File: src/design/first_fit_heap_allocator_defines.svh
// ----------------------------------------------------------------------------
// First-fit heap allocator assertion macros
// Assertion forms for the allocator control module, clocked on clk and
// disabled while arst_n is low.
// ----------------------------------------------------------------------------
`ifndef FIRST_FIT_HEAP_ALLOCATOR_DEFINES_SVH
`define FIRST_FIT_HEAP_ALLOCATOR_DEFINES_SVH

// same-cycle implication
`define FFHA_ASSERT_NOW(label, ante, cons, msg) \
	label: assert property (@(posedge clk) disable iff (!arst_n) (ante) |-> (cons)) \
		else $error(msg);

// next-cycle implication
`define FFHA_ASSERT_NEXT(label, ante, cons, msg) \
	label: assert property (@(posedge clk) disable iff (!arst_n) (ante) |=> (cons)) \
		else $error(msg);

`endif

File: src/design/ffha_pkg.sv
// ----------------------------------------------------------------------------
// First-fit heap allocator package
// Sizes, codes and the types shared by the control unit and the table cells.
// ----------------------------------------------------------------------------
`timescale 1ns / 1ps
`default_nettype none

package ffha_pkg;

	localparam int MAX_BLOCKS   = 64;
	localparam int IDX_W        = $clog2(MAX_BLOCKS);
	localparam int CNT_W        = $clog2(MAX_BLOCKS + 1);
	localparam int HEADER_BYTES = 16;
	localparam int ADDR_W       = 32;
	localparam int SIZE_W       = 24;
	localparam int NEED_W       = SIZE_W + 1;
	localparam int MSPLIT_W     = 13;
	localparam int STATUS_W     = 2;
	localparam int CFG_IDX_W    = 2;

	localparam logic [SIZE_W-1:0] RESET_SIZE = SIZE_W'(65536 - HEADER_BYTES);
	localparam logic [ADDR_W-1:0] RESET_HEAP_END = ADDR_W'(65536);
	localparam logic [MSPLIT_W-1:0] RESET_MIN_SPLIT = MSPLIT_W'(16);

	localparam logic [STATUS_W-1:0] STAT_OK      = 2'd0;
	localparam logic [STATUS_W-1:0] STAT_NOSPACE = 2'd1;
	localparam logic [STATUS_W-1:0] STAT_BADFREE = 2'd2;

	localparam logic [CFG_IDX_W-1:0] REG_HEAP_START = 2'd0;
	localparam logic [CFG_IDX_W-1:0] REG_HEAP_END   = 2'd1;
	localparam logic [CFG_IDX_W-1:0] REG_MIN_SPLIT  = 2'd2;

	typedef enum logic [2:0] {
		CMD_NONE,
		CMD_RELOAD,
		CMD_TAKE,
		CMD_SPLIT,
		CMD_RELEASE,
		CMD_MERGE
	} cmd_op_t;

	typedef enum logic [2:0] {
		S_IDLE,
		S_SWEEP,
		S_DECIDE,
		S_MERGE_NEXT,
		S_MERGE_PREV,
		S_DONE
	} state_t;

	typedef struct packed {
		logic              valid;
		logic              used;
		logic [ADDR_W-1:0] start;
		logic [SIZE_W-1:0] size;
	} entry_t;

	typedef struct packed {
		logic              found;
		logic [IDX_W-1:0]  idx;
		logic [ADDR_W-1:0] addr;
		logic              split_ok;
		logic              used;
		logic              prev_free;
		logic              next_free;
	} sweep_t;

	typedef struct packed {
		logic                is_free;
		logic [NEED_W-1:0]   need;
		logic [ADDR_W-1:0]   addr;
		logic [MSPLIT_W-1:0] min_split;
	} req_t;

	typedef struct packed {
		cmd_op_t           op;
		logic [IDX_W-1:0]  idx;
		logic [NEED_W-1:0] need;
		logic [ADDR_W-1:0] start;
		logic [SIZE_W-1:0] size;
	} cmd_t;

	localparam entry_t EMPTY_ENTRY = '0;

endpackage

`default_nettype wire

File: src/design/ffha_ctrl.sv
// ----------------------------------------------------------------------------
// First-fit heap allocator control
// Holds configuration and block count, sequences sweep, update commands and
// the registered result transaction.
// ----------------------------------------------------------------------------
`timescale 1ns / 1ps
`default_nettype none
`include "first_fit_heap_allocator_defines.svh"

module ffha_ctrl (
	input  logic                            clk,
	input  logic                            arst_n,
	input  logic                            in_valid,
	output logic                            in_ready,
	input  logic                            req_type,
	input  logic [23:0]                     alloc_size,
	input  logic [31:0]                     free_address,
	output logic                            out_valid,
	input  logic                            out_ready,
	output logic [31:0]                     address,
	output logic [1:0]                      status,
	input  logic                            cfg_we,
	input  logic [ffha_pkg::CFG_IDX_W-1:0]  cfg_index,
	input  logic [31:0]                     cfg_wdata,
	input  ffha_pkg::sweep_t                result,
	output ffha_pkg::req_t                  req,
	output ffha_pkg::cmd_t                  cmd
);
	import ffha_pkg::*;

	state_t              state_q, state_d;
	logic [IDX_W-1:0]    cnt_q, cnt_d;
	logic [CNT_W-1:0]    count_q, count_d;
	logic [IDX_W-1:0]    idx_q, idx_d;
	logic                prev_free_q, prev_free_d;
	logic [ADDR_W-1:0]   res_addr_q, res_addr_d;
	logic [STATUS_W-1:0] res_status_q, res_status_d;
	logic                is_free_q;
	logic [NEED_W-1:0]   need_q;
	logic [ADDR_W-1:0]   addr_q;
	logic [ADDR_W-1:0]   heap_start_q;
	logic [ADDR_W-1:0]   heap_end_q;
	logic [MSPLIT_W-1:0] min_split_q;
	logic                out_valid_q;
	logic [ADDR_W-1:0]   address_q;
	logic [STATUS_W-1:0] status_q;
	logic                capture;
	logic                load_out;
	logic                reload;
	logic [ADDR_W-1:0]   new_start;
	logic [ADDR_W-1:0]   new_end;
	logic [ADDR_W+1:0]   total;
	logic [SIZE_W-1:0]   init_size;
	logic [NEED_W-1:0]   need_in;

	always_comb begin
		reload    = cfg_we && ((cfg_index == REG_HEAP_START) || (cfg_index == REG_HEAP_END));
		new_start = (cfg_index == REG_HEAP_START) ? cfg_wdata : heap_start_q;
		new_end   = (cfg_index == REG_HEAP_END) ? cfg_wdata : heap_end_q;
		total     = {2'b00, new_end} - {2'b00, new_start} - (ADDR_W+2)'(HEADER_BYTES);
		if (total[ADDR_W+1]) init_size = '0;
		else if (total[ADDR_W:SIZE_W] != '0) init_size = '1;
		else init_size = total[SIZE_W-1:0];
		need_in   = ({1'b0, alloc_size} + NEED_W'(3)) & ~NEED_W'(3);
	end

	always_comb begin
		state_d      = state_q;
		cnt_d        = cnt_q;
		count_d      = count_q;
		idx_d        = idx_q;
		prev_free_d  = prev_free_q;
		res_addr_d   = res_addr_q;
		res_status_d = res_status_q;
		in_ready     = 1'b0;
		capture      = 1'b0;
		load_out     = 1'b0;
		cmd = '{op: CMD_NONE, idx: idx_q, need: need_q, start: new_start, size: init_size};
		case (state_q)
			S_IDLE: begin
				in_ready = 1'b1;
				if (in_valid) begin
					capture = 1'b1;
					cnt_d   = '0;
					state_d = S_SWEEP;
				end
			end
			S_SWEEP: begin
				cnt_d = cnt_q + 1'b1;
				if (cnt_q == IDX_W'(MAX_BLOCKS - 1)) state_d = S_DECIDE;
			end
			S_DECIDE: begin
				idx_d       = result.idx;
				prev_free_d = result.prev_free;
				cmd.idx     = result.idx;
				state_d     = S_DONE;
				res_addr_d  = '0;
				if (!is_free_q) begin
					if (!result.found) begin
						res_status_d = STAT_NOSPACE;
					end else begin
						res_status_d = STAT_OK;
						res_addr_d   = result.addr;
						if (result.split_ok && (count_q < CNT_W'(MAX_BLOCKS))) begin
							cmd.op  = CMD_SPLIT;
							count_d = count_q + 1'b1;
						end else begin
							cmd.op = CMD_TAKE;
						end
					end
				end else if (!result.found || !result.used) begin
					res_status_d = STAT_BADFREE;
				end else begin
					res_status_d = STAT_OK;
					cmd.op       = CMD_RELEASE;
					if (result.next_free) state_d = S_MERGE_NEXT;
					else if (result.prev_free) state_d = S_MERGE_PREV;
				end
			end
			S_MERGE_NEXT: begin
				cmd.op  = CMD_MERGE;
				count_d = count_q - 1'b1;
				state_d = prev_free_q ? S_MERGE_PREV : S_DONE;
			end
			S_MERGE_PREV: begin
				cmd.op  = CMD_MERGE;
				cmd.idx = idx_q - 1'b1;
				count_d = count_q - 1'b1;
				state_d = S_DONE;
			end
			S_DONE: begin
				if (!out_valid_q || out_ready) begin
					load_out = 1'b1;
					state_d  = S_IDLE;
				end
			end
			default: begin
				state_d = S_IDLE;
			end
		endcase
		if (reload) begin
			cmd.op  = CMD_RELOAD;
			count_d = CNT_W'(1);
		end
	end

	always_ff @(posedge clk or negedge arst_n) begin
		if (!arst_n) begin
			state_q      <= S_IDLE;
			cnt_q        <= '0;
			count_q      <= CNT_W'(1);
			idx_q        <= '0;
			prev_free_q  <= 1'b0;
			res_addr_q   <= '0;
			res_status_q <= STAT_OK;
			is_free_q    <= 1'b0;
			need_q       <= '0;
			addr_q       <= '0;
			heap_start_q <= '0;
			heap_end_q   <= RESET_HEAP_END;
			min_split_q  <= RESET_MIN_SPLIT;
			out_valid_q  <= 1'b0;
			address_q    <= '0;
			status_q     <= STAT_OK;
		end else begin
			state_q      <= state_d;
			cnt_q        <= cnt_d;
			count_q      <= count_d;
			idx_q        <= idx_d;
			prev_free_q  <= prev_free_d;
			res_addr_q   <= res_addr_d;
			res_status_q <= res_status_d;
			if (capture) begin
				is_free_q <= req_type;
				need_q    <= need_in;
				addr_q    <= free_address;
			end
			if (cfg_we) begin
				if (cfg_index == REG_HEAP_START) heap_start_q <= cfg_wdata;
				if (cfg_index == REG_HEAP_END) heap_end_q <= cfg_wdata;
				if (cfg_index == REG_MIN_SPLIT) min_split_q <= cfg_wdata[MSPLIT_W-1:0];
			end
			if (load_out) begin
				out_valid_q <= 1'b1;
				address_q   <= res_addr_q;
				status_q    <= res_status_q;
			end else if (out_ready) begin
				out_valid_q <= 1'b0;
			end
		end
	end

	assign req       = '{is_free: is_free_q, need: need_q, addr: addr_q, min_split: min_split_q};
	assign out_valid = out_valid_q;
	assign address   = address_q;
	assign status    = status_q;

	`FFHA_ASSERT_NEXT(a_split_grows, (state_q == S_DECIDE) && !reload && !is_free_q && result.found && result.split_ok && (count_q < CNT_W'(MAX_BLOCKS)), count_q == CNT_W'($past(count_q) + 1'b1), "split did not grow block count")
	`FFHA_ASSERT_NOW(a_err_zero_addr, out_valid_q && (status_q != STAT_OK), address_q == '0, "error result carries an address")
	`FFHA_ASSERT_NEXT(a_reload_count, reload, count_q == CNT_W'(1), "reload did not reset block count")

endmodule

`default_nettype wire

File: config.mk
export PLATFORM = sky130hd
export DESIGN_NAME = ffha_ctrl
export DESIGN_NICKNAME = d
export VERILOG_FILES = /design/src/design/ffha_pkg.sv /design/src/design/ffha_ctrl.sv
export VERILOG_INCLUDE_DIRS = /design/src /design/src/design
export SDC_FILE = /design/constraint.sdc
export NUM_CORES = 1
export LEC_CHECK = 0
export ABC_CLOCK_PERIOD_IN_PS = 11500
export BUFFER_PORTS_ARGS = -buffer_cell sky130_fd_sc_hd__buf_4
export CELL_PAD_IN_SITES_DETAIL_PLACEMENT = 1
export CELL_PAD_IN_SITES_GLOBAL_PLACEMENT = 1
export CORE_AREA = 2 2 170 189
export CTS_CLUSTER_SIZE = 14
export DETAILED_ROUTE_END_ITERATION = 16
export DIE_AREA = 0 0 172 191
export GPL_ROUTABILITY_DRIVEN = 0
export PLACE_DENSITY = 0.87
export RECOVER_POWER = 50
export SLEW_MARGIN = 20
export SYNTH_ARGS = -nofsm -noshare
export SYNTH_HDL_FRONTEND = slang
export SYNTH_SLANG_ARGS = --single-unit
File: constraint.sdc
create_clock -name clk -period 11.5 [get_ports clk]
set_input_delay 0.575 -clock clk [delete_from_list [all_inputs] [get_ports clk]]
set_output_delay 0.575 -clock clk [all_outputs]
set_load 0.01 [all_outputs]
==> results of run 1 <==
==> stage by stage <==
step / util [%] / hold slack [ps] / power (W) / instances
after CTS: 54.6 / 47.6 / 0.00371 / 2177
after global routing: 53.6 / 206 / 0.00380 / 2177
after detailed placement: 51.8 / 470 / 0.00282 / 2132
after floorplan: - / 279 / 0.00215 / 1476
final: 53.6 / 217 / 0.00358 / 2179
after global placement: 51.8 / 450 / 0.00273 / 2132
==> logic make-up after synthesis <==
group / Yosys count
xor+xnor: 60
buf+inv: 154
flops: 225
fa+ha+maj: 40
compound gates: 314
other cells: 1
mux: 109
simple gates: 570
==> registers in the layout, summed over array words and instances, names as in the netlist <==
register      cells
out_valid         1
status            2
addr_q           32
cnt_q             6
idx_q             6
min_split_q      13
res_addr_q       32
heap_end_q       32
res_status_q      2
address          32
heap_start_q     32
state_q           3
need_q           23
is_free_q         1
count_q           7
prev_free_q       1
==> per-layer routing <==
layer  up-vias  GRT usage (%)  part of all wire (%)
li1       5652              -                     -
met1      6016           30.2                    37
met2       355           49.2                    53
met3        88           6.48                   6.9
met4         0           8.34                   3.0
met5         -              0                     0
==> worst paths after layout <==
| kind | startpoint | slack (ps) | endpoint | depth (start not counted) |
|---|---|---|---|---|
| worst max-delay path | cfg_index[1] | 4930 | cmd[4] | 18 |
| worst max register to register | state_q[0] | 8010 | count_q[6] | 15 |
| worst min register to register | res_status_q[1] | 470 | res_status_q[1] | 2 |
| max in group asynchronous | arst_n | 6350 | heap_start_q[30] | 3 |
| worst min-delay path | free_address[10] | 220 | addr_q[10] | 3 |
| min in group asynchronous | arst_n | 1830 | res_addr_q[12] | 1 |
==> tightest hold or removal path: stages <==
cell     delay [ps]
buf_4            80
nand2_1          40
nand2_1          40
==> power breakdown <==
group / switching [W] / internal (W) / total (W)
combinational: 0.000900 / 0.000629 / 0.00153
clock: 0.000347 / 0.000508 / 0.000855
sequential: 0.000170 / 0.00103 / 0.00120
total: 0.00142 / 0.00216 / 0.00358
==> cells in the mapped netlist (all sizes together), types with 4 or more instances <==
cell type  number
mux2           78
or4b            4
a21oi         106
nor3b           5
a211oi          5
o31ai          14
a22o           32
nor2b          16
o211a           4
a31oi           5
or2             5
clkbuf         65
o21ai          72
a21o           14
o21a            9
nand2         317
a311oi          6
and2           14
ha             38
nor3           22
nor4           10
xor2           25
o211ai         10
inv            48
dfrtp         222
xnor2          35
nor2           67
nand3          29
or4             4
and4            6
or3            15
and3           16
buf            41
mux2i          31
nand2b         14
nand4          12
nand3b          4
==> layout make-up <==
cell class	instances	area [sq um]	share of cell area, %
flip-flops and latches	225	5630	33.9
clock buffers	34	721	4.34
repair buffers	342	2250	13.6
well taps	420	526	3.17
multi-input cells	1097	7140	43.0
clock inverters	11	148	0.889
inverters	48	180	1.09
diodes	2	5.00	0.0301
==> out/results.ini, run 1 <==
[run_status]
status = finished with violations
violations = max-capacitance violations, max-slew violations

[place]
placed_cell_area_sq_mm = 0.0161
place_ws_ps = 4970
dp_hpwl_um = 32500
portBuffers = 331

[synth]
synthCells = 1473
yosysSeqAreaShare_pct = 41.8
synth_seq_cells = 225
synth_area_leaders = dfrtp_1, nand2_1, mux2_2
synth-simple-area-share_pct = 19.9
synth_top_family_by_area = simple AND/OR/NAND/NOR gates
synth_top_area_share_pct = 41.2
synth_mux_area_share_pct = 8.82
synthAdderAreaFrac_pct = 3.82
synth_area_sq_mm = 0.0135
synth-xor-area-share_pct = 3.90
avgSynthCellArea_sq_um = 9.15
ys.flop_type = dfrtp_1
synth_cell_types = 97
yosysWarnings = 0
synth_compound_area_share_pct = 16.3
ys_async_sr_fraction_pct = 100
synth_top_area_cell = dfrtp_1
synth_edf_count = 0

[critical_path]
worstSetupEndpointType = primary output
cp.arrival_ps = 6000
crit_path_top_delay_cell = or4b_1
cp-start-kind = primary input
crit_top_cell = a21oi_1
crit_fanout = 24
crit_chain = buf_4, or2_4, mux2i_1, ha_1, a21oi_1, o21ai_0, nand2b_1, a21oi_1, nor3_1, o21ai_0, xor2_1, or4b_1, nor4_1, a21oi_1, nor4_4, buf_4, a21oi_1, buf_4
path_buf_inv = 3
path_class = in2out
cpLargestDelayFamily = simple AND/OR/NAND/NOR gates
critPathMaxStageDelay_ps = 550
cp.required_ps = 10930

[clock_tree]
cts_setup_buffers = 0
h-tree-depth = 1
clkLatencyLatePin_ps = 550
cts_hold_buffers = 0
cts_made_buffers = 26
clk_pin_slew_ps = 60
cts_sinks = 225
clockBufferDepth = 3
ctsResizeCount = 0
ctsRootBufferMaster = clkbuf_16
cts_tree = built

[timing]
finalCritPeriodShare_pct = 57.2
setup_ws_ps = 4930
drv_slew = 190
finalHoldViolCount = 0
setup_viol = 0
rsz0062_at_grt = no
fmax_mhz = 152
period_minus_slack_ps = 6570
fin_skew_ps = 35.5
max_slew_margin_pct = -235
worst_slew_pin_slew_ps = 5030
setup-tns-final_ps = 0

[floorplan]
dieArea_sq_mm = 0.0329
die_h_um = 191
start_util_pct = 43.5
pin_count = 336
row_count = 68
core-area_sq_mm = 0.0310
die_w_um = 172

[routing]
vias_per_cell = 5.56
post_drt_wl_per_cell_um = 20.3
drtIter0Drc = 689
final_antenna_net_count = 0
wl_um = 44200
vias = 12100
route.detailed.drc = 0
dr.pass1.iters = 5

[global_route]
grt_use_total_pct = 26.7
grt_pass1_wl_um = 70200
grt_overflow = 0
grt_pass1_vias = 13100
antenna_found_initial = 2
grt_max_degree = 98

[run]
maxCapViolations = 2

[pwr]
peakVddDrop_mv = 0.144
leakage_nw = 7.88
p_per_area_mw_per_mm2 = 216

[final_layout]
mostFrequentLayoutCell = nand2_1
synthToLayoutAreaGrowth_pct = 23.1
final_layout_size_suffix_gt1_share_pct = 24.6
fill_cells = 3675
final_cell_mix = nand2_1, buf_4, dfrtp_1, clkbuf_1, a21oi_1
final_nets = 1919
postLayoutCellArea_sq_mm = 0.0166

[hold_path]
hold_path.class = in2reg

Note: power is estimated with default switching activity, not from simulation.
==> inputs of run 2 (changes only) <==
--- a/config.mk
+++ b/config.mk
@@ -6,16 +6,16 @@
 export SDC_FILE = /design/constraint.sdc
 export NUM_CORES = 1
 export LEC_CHECK = 0
-export ABC_CLOCK_PERIOD_IN_PS = 11500
+export ABC_CLOCK_PERIOD_IN_PS = 5500
 export BUFFER_PORTS_ARGS = -buffer_cell sky130_fd_sc_hd__buf_4
 export CELL_PAD_IN_SITES_DETAIL_PLACEMENT = 1
 export CELL_PAD_IN_SITES_GLOBAL_PLACEMENT = 1
-export CORE_AREA = 2 2 170 189
+export CORE_AREA = 2 2 186 206
 export CTS_CLUSTER_SIZE = 14
 export DETAILED_ROUTE_END_ITERATION = 16
-export DIE_AREA = 0 0 172 191
+export DIE_AREA = 0 0 188 208
 export GPL_ROUTABILITY_DRIVEN = 0
-export PLACE_DENSITY = 0.87
+export PLACE_DENSITY = 0.78
 export RECOVER_POWER = 50
 export SLEW_MARGIN = 20
 export SYNTH_ARGS = -nofsm -noshare
==> constraint.sdc (replaced) <==
create_clock -name clk -period 5.5 [get_ports clk]
set_input_delay 0.275 -clock clk [delete_from_list [all_inputs] [get_ports clk]]
set_output_delay 0.275 -clock clk [all_outputs]
set_load 0.01 [all_outputs]
==> run 2 against run 1 <==
Effect of this change: highest routed layer is now met5; power increased by 110%; the run still ends with max-capacitance violations, max-slew violations left; worst hold slack got worse by 190 ps; register-to-register slack got worse by 5800 ps; critical path type unchanged.
==> out/results.ini, run 2 (same netlist as run 1, synthesis figures left out) <==
[hold_path]
worstHoldStart = in_valid
whs_endpoint = state_q[0]
hold_path.class = in2reg
whs_path_depth = 3  ; unchanged

[run_status]
violations = max-capacitance violations, max-slew violations
status = finished with violations

[global_route]
antenna_found_initial = 2  ; unchanged
grt_overflow = 0  ; unchanged
grt_pass1_wl_um = 77000  ; +9.7%
grt_use_total_pct = 24.3  ; -2.4 points
grt_pass1_vias = 14000  ; +6.7%
grt_max_degree = 135  ; +38%

[place]
dp_hpwl_um = 32500  ; about the same
portBuffers = 331  ; unchanged

[critical_path]
timing.rr.end = count_q[6]
cpLargestDelayFamily = simple AND/OR/NAND/NOR gates
crit_chain = dlygate4sd3_1, buf_4, mux2_2, ha_1, inv_1, fa_1, a21oi_2, a211oi_4, o21ai_1, and2_1, o31ai_1, xnor2_1, or4b_1, nor4_4, a21oi_1, nor4_4, buf_4, clkbuf_16, a21oi_2, buf_4
crit_path_top_delay_cell = or4b_1
crit_fanout = 12  ; -50%
r2r_start = state_q[0]
cp.required_ps = 5220  ; -5710 ps
crit_top_cell = buf_4
rrSetupSlack_ps = 2250  ; -5760 ps
worstSetupEndpointType = primary output
path_class = in2out
cp-start-kind = primary input
r2r_cells = 15  ; unchanged
critPathMaxStageDelay_ps = 570  ; +20 ps
path_buf_inv = 6  ; +3
cp.arrival_ps = 5060  ; -940 ps

[clock_tree]
clk_pin_slew_ps = 70  ; about the same
cts_sinks = 225  ; unchanged
h-tree-depth = 1  ; unchanged
cts_tree = built
clockBufferDepth = 3  ; unchanged
ctsRootBufferMaster = clkbuf_16
clkLatencyLatePin_ps = 570  ; +20 ps
cts_made_buffers = 27  ; +3.8%

[routing]
vias_per_cell = 5.34  ; -3.9%
dr.pass1.iters = 7  ; +2
final_antenna_net_count = 0  ; unchanged
drtIter0Drc = 544  ; -21%
route.detailed.drc = 0  ; unchanged
wl_um = 48700  ; +10%
vias = 12700  ; +5.2%
post_drt_wl_per_cell_um = 20.4  ; +0.70%

[final_layout]
final_layout_size_suffix_gt1_share_pct = 24.6  ; -0.037 points
fin_util_pct = 48.6  ; -5.0 points
final_nets = 2048  ; +6.7%
mostFrequentLayoutCell = nand2_1
fill_cells = 4301  ; +17%
synthToLayoutAreaGrowth_pct = 33.2
final_cell_mix = nand2_1, buf_4, dfrtp_1, clkbuf_1, dlygate4sd3_1

[run]
maxCapViolations = 2  ; unchanged

[timing]
fin_skew_ps = 33.9  ; -1.64 ps
worst_slew_pin_slew_ps = 4470  ; -561 ps
fmax_mhz = 188
finalCritPeriodShare_pct = 96.9
drv_slew = 169  ; -11%
finalHoldViolCount = 0  ; unchanged
whs_ps = 26.7  ; -190 ps
setup_viol = 0  ; unchanged
period_minus_slack_ps = 5330
max_slew_margin_pct = -198  ; +37 points

[floorplan]
die_w_um = 188  ; +9.3%
row_count = 74  ; +8.8%
core-area_sq_mm = 0.0369  ; +19%
pin_count = 336  ; unchanged
start_util_pct = 36.5  ; -7.0 points
die_h_um = 208  ; +8.9%
dieArea_sq_mm = 0.0391  ; +19%

[pwr]
peakVddDrop_mv = 0.302  ; +110%
leakage_nw = 8.24  ; +4.6%
p_per_area_mw_per_mm2 = 426  ; +97%
p_total_w = 0.00765  ; +110%

[run 2: cell types whose count changed in the layout (fill, tap and decap cells not counted), moves of 5 or more]
cell	before	now
a21oi_2	21	26
mux2i_2	0	12
dlygate4sd3_1	0	89
o21ai_0	67	62
a21oi_1	84	79
clkbuf_1	89	138
mux2i_1	31	17
ha_1	38	30
buf_4	256	245
[run 2: worst min-delay path: stages]
cell	delay, ps
buf_4	100
o31ai_1	60
o21ai_0	130
[run 2: cell type report]
type                    count  area, sq um  area share, %
clock inverters            10         73.8          0.411
clock buffers              40          785           4.37
diodes                      1         2.50         0.0139
repair buffers            470         3320           18.5
flip-flops and latches    225         5630           31.4
well taps                 494          618           3.44
multi-input cells        1097         7360           40.9
inverters                  48          180           1.00
[run 2: stage by stage]
stage | TNS [ps] | std cells | setup slack, ps | area, sq um
2_1_floorplan | 0 | 1476 | 375 | 13500
3_3_place_gp | 0 | 2235 | 107 | 16400
3_5_place_dp | -1900 | 2235 | -108 | 16400
4_1_cts | 0 | 2378 | 3.18 | 18200
5_1_grt | -1750 | 2385 | -88.2 | 18000
6_report | 0 | 2385 | 168 | 18000
[run 2: where the power goes]
group | internal [W] | switching [W]
clock | 0.000993 | 0.000773
combinational | 0.00138 | 0.00198
sequential | 0.00214 | 0.000376
total | 0.00452 | 0.00313
[run 2: timing repair]
| item | in CTS | in global routing |
|---|---|---|
| endpoints found under the hold margin | 178 | 0 |
| setup buffers | 4 | 5 |
| pin swaps | 1 | 7 |
| gates cloned | 0 | 1 |
| gates resized for setup | 5 | 48 |
| endpoints found under the setup margin | 24 | 24 |
| hold buffers | 89 | 0 |
[run 2: worst max-delay path by stage]
stage,depth (start not counted),startpoint,endpoint
after floorplan,17,cfg_index[1],cmd[22]
after global placement,19,cfg_index[1],cmd[0]
after detailed placement,19,cfg_index[1],cmd[1]
after CTS,16,heap_start_q[11],cmd[1]
after global routing,20,cfg_index[1],cmd[1]
final,20,cfg_wdata[0],cmd[22]
[run 2: routing by layer]
layer | routed length (um) | track usage (%) | up-vias
met3 | 2980 | 5.72 | 112
li1 | - | - | 5911
met1 | 18700 | 27.2 | 6323
met4 | 1620 | 8.06 | 2
met2 | 25400 | 45.1 | 395
met5 | 10 | 0 | -
